File: config.mk
export PLATFORM = sky130hd
export DESIGN_NAME = tfg_isqrt
export DESIGN_NICKNAME = d
export VERILOG_FILES = /design/src/tfg_isqrt.sv
export SDC_FILE = /design/constraint.sdc
export NUM_CORES = 2
export LEC_CHECK = 0
export ABC_AREA = 0
export BUFFER_PORTS_ARGS = -buffer_cell sky130_fd_sc_hd__clkbuf_2
export CELL_PAD_IN_SITES_DETAIL_PLACEMENT = 1
export CELL_PAD_IN_SITES_GLOBAL_PLACEMENT = 2
export CORE_MARGIN = 5
export CORE_UTILIZATION = 35
export CTS_CLUSTER_SIZE = 20
export DETAILED_ROUTE_END_ITERATION = 8
export GPL_TIMING_DRIVEN = 0
export PLACE_DENSITY_LB_ADDON = 0.05
export SKIP_LAST_GASP = 1
export SLEW_MARGIN = 10
export SYNTH_ARGS = -nofsm -noshare
export SYNTH_HDL_FRONTEND = slang
export SYNTH_SLANG_ARGS = --single-unit
File: constraint.sdc
create_clock -name clock -period 8.4 [get_ports clock]
set_input_delay 0.42 -clock clock [delete_from_list [all_inputs] [get_ports clock]]
set_output_delay 0.42 -clock clock [all_outputs]
set_load 0.02 [all_outputs]
File: src/tfg_isqrt.sv
// Pipelined digit-by-digit integer square root, one root bit per stage.
`default_nettype none
module tfg_isqrt #(
   parameter int IN_W   = 64,
   parameter int ROOT_W = 32
) (
   input  wire logic              clock,
   input  wire logic              en,
   input  wire logic [IN_W-1:0]   value,
   output logic      [ROOT_W-1:0] root
);

   logic [IN_W-1:0]   rem_ff  [ROOT_W];
   logic [ROOT_W-1:0] root_ff [ROOT_W];

   for (genvar k = 0; k < ROOT_W; k++) begin : g_step
      localparam int B = ROOT_W - 1 - k;
      logic [IN_W-1:0]   rem_prev, rem_in;
      logic [ROOT_W-1:0] root_prev, root_in;
      logic [IN_W+1:0]   trial;

      if (k == 0) begin : g_first
         assign rem_prev  = value;
         assign root_prev = '0;
      end else begin : g_next
         assign rem_prev  = rem_ff[k-1];
         assign root_prev = root_ff[k-1];
      end

      // trial = 2*root*2^B + 2^(2B)
      always_comb begin
         trial           = (IN_W+2)'(root_prev) << (B + 1);
         trial[2*B]      = 1'b1;
         rem_in          = rem_prev;
         root_in         = root_prev;
         if ((IN_W+2)'(rem_prev) >= trial) begin
            rem_in     = IN_W'((IN_W+2)'(rem_prev) - trial);
            root_in[B] = 1'b1;
         end
      end

      always_ff @(posedge clock) begin
         if (en) begin
            rem_ff[k]  <= rem_in;
            root_ff[k] <= root_in;
         end
      end
   end

   assign root = root_ff[ROOT_W-1];

endmodule
`default_nettype wire

# Word-level counts from Yosys, hierarchy flattened
# Memories as Yosys holds them, arrays and structs flattened.
# Cells that the tools add are included.
[word_totals] register_bits=0 mem_bits_rw=3072 elab_cells=132 mem_count=2
[op_classes] addsub=32 n_lt_le_gt_ge=32 mux=66
[memory_table] memory="rem_ff" depth=32 width=64 read_ports=31 rd_clocked_by_memory_dff=0 wr=32 line="13" text="logic [IN_W-1:0] rem_ff [ROOT_W];"
[memory_table] memory="root_ff" depth=32 width=32 read_ports=32 rd_clocked_by_memory_dff=0 wr=32 line="14" text="logic [ROOT_W-1:0] root_ff [ROOT_W];"
[op_table] operator="2-to-1 mux 64 bit" count=32
[op_table] operator="greater-or-equal comparator 64 x 33 -> 1 bit" count=1
[op_table] operator="greater-or-equal comparator 64 x 34 -> 1 bit" count=1
[op_table] operator="greater-or-equal comparator 64 x 35 -> 1 bit" count=1
[op_table] operator="greater-or-equal comparator 64 x 36 -> 1 bit" count=1
[op_table] operator="greater-or-equal comparator 64 x 37 -> 1 bit" count=1
[op_table] operator="greater-or-equal comparator 64 x 38 -> 1 bit" count=1
[op_table] operator="greater-or-equal comparator 64 x 39 -> 1 bit" count=1
[op_table] operator="greater-or-equal comparator 64 x 40 -> 1 bit" count=1
[op_table] operator="greater-or-equal comparator 64 x 41 -> 1 bit" count=1
[op_table] operator="greater-or-equal comparator 64 x 42 -> 1 bit" count=1
[op_table] operator="greater-or-equal comparator 64 x 43 -> 1 bit" count=1
[op_table] operator="greater-or-equal comparator 64 x 44 -> 1 bit" count=1
[op_table] operator="greater-or-equal comparator 64 x 45 -> 1 bit" count=1
[op_table] operator="greater-or-equal comparator 64 x 46 -> 1 bit" count=1
[op_table] operator="greater-or-equal comparator 64 x 47 -> 1 bit" count=1
[op_table] operator="greater-or-equal comparator 64 x 48 -> 1 bit" count=1
[op_table] operator="greater-or-equal comparator 64 x 49 -> 1 bit" count=1
[op_table] operator="greater-or-equal comparator 64 x 50 -> 1 bit" count=1
[op_table] operator="greater-or-equal comparator 64 x 51 -> 1 bit" count=1
[op_table] operator="greater-or-equal comparator 64 x 52 -> 1 bit" count=1
[op_table] operator="greater-or-equal comparator 64 x 53 -> 1 bit" count=1
[op_table] operator="greater-or-equal comparator 64 x 54 -> 1 bit" count=1
[op_table] operator="greater-or-equal comparator 64 x 55 -> 1 bit" count=1
[op_table] operator="other kinds (42)" count=75

# Logic depth before layout (Yosys ltp)
# An unclocked memory read counts as a cell.
[depth] ltp_word=3 mapped_depth=14

# Worst setup path before layout
# Ideal clock, no wire load.
[synth_timing] kind="register to register" start="mem rem_ff[25][37] (netlist: rem_ff[1][613])" end="mem rem_ff[26][56] (netlist: rem_ff[1][696]), data pin" setup_ns=0.266 arrival_ns=3.361 t_required_ns=8.134 setup_slack_ns=4.773 path_stages_with_launch=14 path_buffers=2 period_less_slack_ns=3.627 cell_sequence="edfxtp_1 > ha_1 > clkbuf_1 > nor4bb_1 > nand4_1 > nor2_1 > a211o_1 > nor2_1 > o21a_1 > clkbuf_1 > a2111o_1 > or4_1 > nor3_1 > xor2_1"
[synth_lines] element="start: declaration" line="13"

==> results.yml <==
layout:
  fin_cells: 14870
  final_common_cell: "edfxtp_1"
  nNetsFinal: 10690
  layout-drive-gt1-share_pct: 7.158
  mostFrequentLayoutCells: "edfxtp_1, inv_1, nand2_1, a21oi_1, nor2_1"
  syn_to_final_growth_pct: 14.35
min_path:
  hp-class: "primary input to flip-flop"
cts:
  h-tree-depth: 5
  cts_tree: "yes"
  cts-root-buf: "clkbuf_16"
  cts_sinks: 2512
  clk_latency_ps: 910
  cts_resized: 0
  path_clk_slew_ps: 60
  numCtsBuffers: 300
  clock_path_buffers: 4
synth:
  ys_warn_count: 0
  synth_top_area_share_pct: 62.79
  netlist_area_um2: 120100
  synth_edf_count: 2512
  ys_types: 87
  ys.flop_type: "edfxtp_1"
  async_reset_ff_share_pct: 0
  synth_top_area_cell: "edfxtp_1"
  synth_area_leaders: "edfxtp_1, ha_1, xnor2_1, xor2_1, a21oi_1"
  synth-seq-cells: 2512
  syn_inst: 9573
  syn_nets: 10200
  syn_area_per_cell_um2: 12.55
  synth_seq_area_share_pct: 62.79
global_route:
  antenna_found_initial: 12
  grt_overflow: 0
  grt_pass1_wl_um: 522600
  grt_max_degree: 113
  first_global_vias: 80190
  grt_usage_pct: 19.19
run:
  maxCapViolations: 0
timing:
  slew_headroom_pct: 16.54
  period_minus_slack_ps: 5399
  holdWs_ps: 154.6
  clock_skew_ps: 76.10
  finalCritPeriodShare_pct: 64.27
  max_freq_mhz: 185.2
  fin_setup_tns_ps: 0
  worst_slew_pin_slew_ps: 1240
  maxSlewViolCount: 0
  setup_viol: 0
  rsz0062_at_grt: "false"
  hold_violations: 0
  fin_ws_ps: 3001
floorplanning:
  fp.dieW_um: 595.9
  start_util_pct: 35.08
  die_area_um2: 355100
  rows: 215
  dieHeight_um: 595.9
  core_um2: 342400
  io_pins: 98
critical_path:
  critPathKind: "flip-flop to flip-flop"
  startpoint_type: "flip-flop"
  critPathTopFamily: "buffers and inverters"
  path_max_fanout: 10
  cp.required_ps: 8940
  arrival_ps: 5930
  worstSetupEndpointType: "flip-flop"
  crit_buf_inv: 6
  crit_path_top_delay_cell: "buf_1"
  path_cells: "inv_1, ha_1, clkbuf_1, nand3_1, or2_2, nor4_2, buf_4, nand4_1, nor2_1, nor3_1, nand2_1, clkbuf_1, buf_1, buf_1, a21oi_1"
  slowest_delay_ps: 660
pwr:
  power_switching_mw: 11.62
  pwr-share-comb_pct: 21.0
  p_per_area_nw_per_um2: 276.4
  p_clk_share_pct: 33.3
  peakVddDrop_mv: 0.1573
  p_sw_share_pct: 30.60
  total_leakage_power_nw: 50.77
  power_frac_seq_pct: 45.7
  p_int_mw: 26.35
detailed_routing:
  vias_per_cell: 5.186
  drt_wl_total_um: 349500
  drt_iter0_markers: 4811
  avgRoutedWirePerCell_um: 23.50
  postRouteAntennaNets: 0
  firstDrtPassIters: 7
  drcViolationCount: 0
  num_vias: 77120
status:
  status: "finished clean"
place:
  dp_cells: 14260
  io_buffer_count: 97
  routabilityCongestion: 0.8346
  dpl.hpwl_um: 268700
  place_ws_ps: 2874
## worst reg2reg max path, delay by kind of cell (launching register included)
family,cells,cell delay [ps]
buffers and inverters,6,2340
AND/OR/NAND/NOR,7,1700
flip-flops,1,430
AO/OA/AOI/OAI,1,330
adder cells (fa/ha/maj),1,270
## state kept, by name (all words and copies together), names as in the netlist
register	cells
rem_ff	1984
root_ff	528
## per-stage QoR
step | area (µm²) | power [mW] | util [%]
after floorplan | 120100 | 22.40 | -
after global placement | 126300 | 26.80 | 36.89
after detailed placement | 127200 | 25.56 | 37.14
after CTS | 137400 | 38.59 | 40.11
after global routing | 137400 | 40.08 | 40.11
final | 137400 | 37.97 | 40.12
## Yosys cell counts (all sizes together), types with 11 or more instances
| cell type | count |
|---|---|
| xnor2 | 446 |
| a2111oi | 20 |
| nand4 | 162 |
| and4 | 23 |
| xor2 | 430 |
| nor2 | 580 |
| a21o | 236 |
| mux2 | 71 |
| a21oi | 579 |
| and3 | 38 |
| buf | 29 |
| nor2b | 77 |
| a21boi | 22 |
| nor4b | 44 |
| nand3 | 146 |
| o21ai | 477 |
| and2 | 24 |
| nor3b | 26 |
| edfxtp | 2512 |
| o31ai | 43 |
| o211ai | 40 |
| or3 | 105 |
| nand2 | 642 |
| a211oi | 40 |
| o2111ai | 13 |
| a211o | 19 |
| or4 | 85 |
| inv | 718 |
| o21bai | 54 |
| ha | 558 |
| nor4 | 341 |
| or2 | 42 |
| nand2b | 114 |
| o21a | 97 |
| clkbuf | 173 |
| a31oi | 62 |
| nand4b | 26 |
| o31a | 15 |
| nand3b | 21 |
| nor3 | 280 |
| mux2i | 11 |
## metal layers
| metal | global-route usage [%] | up-vias | wire length (µm) |
|---|---|---|---|
| met2 | 31.51 | 1018 | 163600 |
| met4 | 3.340 | 0 | 5760 |
| met3 | 2.261 | 379 | 10730 |
| met5 | 0 | - | 0 |
| met1 | 27.71 | 38850 | 169400 |
| li1 | - | 36880 | - |
## power groups by stage
stage	Clock (mW)	Combinational, mW	Sequential (mW)
CTS	13.2	8.04	17.4
finish	12.7	7.98	17.3
detailed placement	0	7.93	17.6
global placement	0	7.85	18.9
floorplan	0	5.55	16.8
global route	13.7	8.88	17.5
## cell type report
class / instances / area [µm²]
Buffer: 202 / 774.5
Timing Repair Buffer: 194 / 1922
Sequential cell: 2512 / 75430
Multi-Input combinational cell: 6141 / 41300
Clock inverter: 201 / 1795
Tap cell: 4557 / 5702
Inverter: 718 / 2695
Clock buffer: 342 / 7750
Antenna cell: 5 / 12.51
Fill cell: 36030 / 205100
## cells by family after synthesis
| group | share of synthesized area, % |
|---|---|
| compound gates | 9.360 |
| fa+ha+maj | 5.811 |
| simple gates | 12.01 |
| xor+xnor | 6.386 |
| mux | 0.7571 |
| flops | 62.79 |
| buf+inv | 2.888 |
## path summary, 6_finish.rpt
path / from / to / slack [ps] / cells after the start
max: root_ff[1][158] / rem_ff[1][355] / 3000 / 15
min: en / rem_ff[0][1021] / 150 / 1
max reg2reg: root_ff[1][158] / rem_ff[1][355] / 3000 / 15
min reg2reg: rem_ff[0][902] / rem_ff[0][966] / 430 / 0
## timing repair
item | 4_1_cts | 5_1_grt
buffers inserted | 0 | 0
hold buffers | 65 | 0
hold endpoints to repair | 65 | 0
Note: power is estimated with default switching activity, not from simulation.
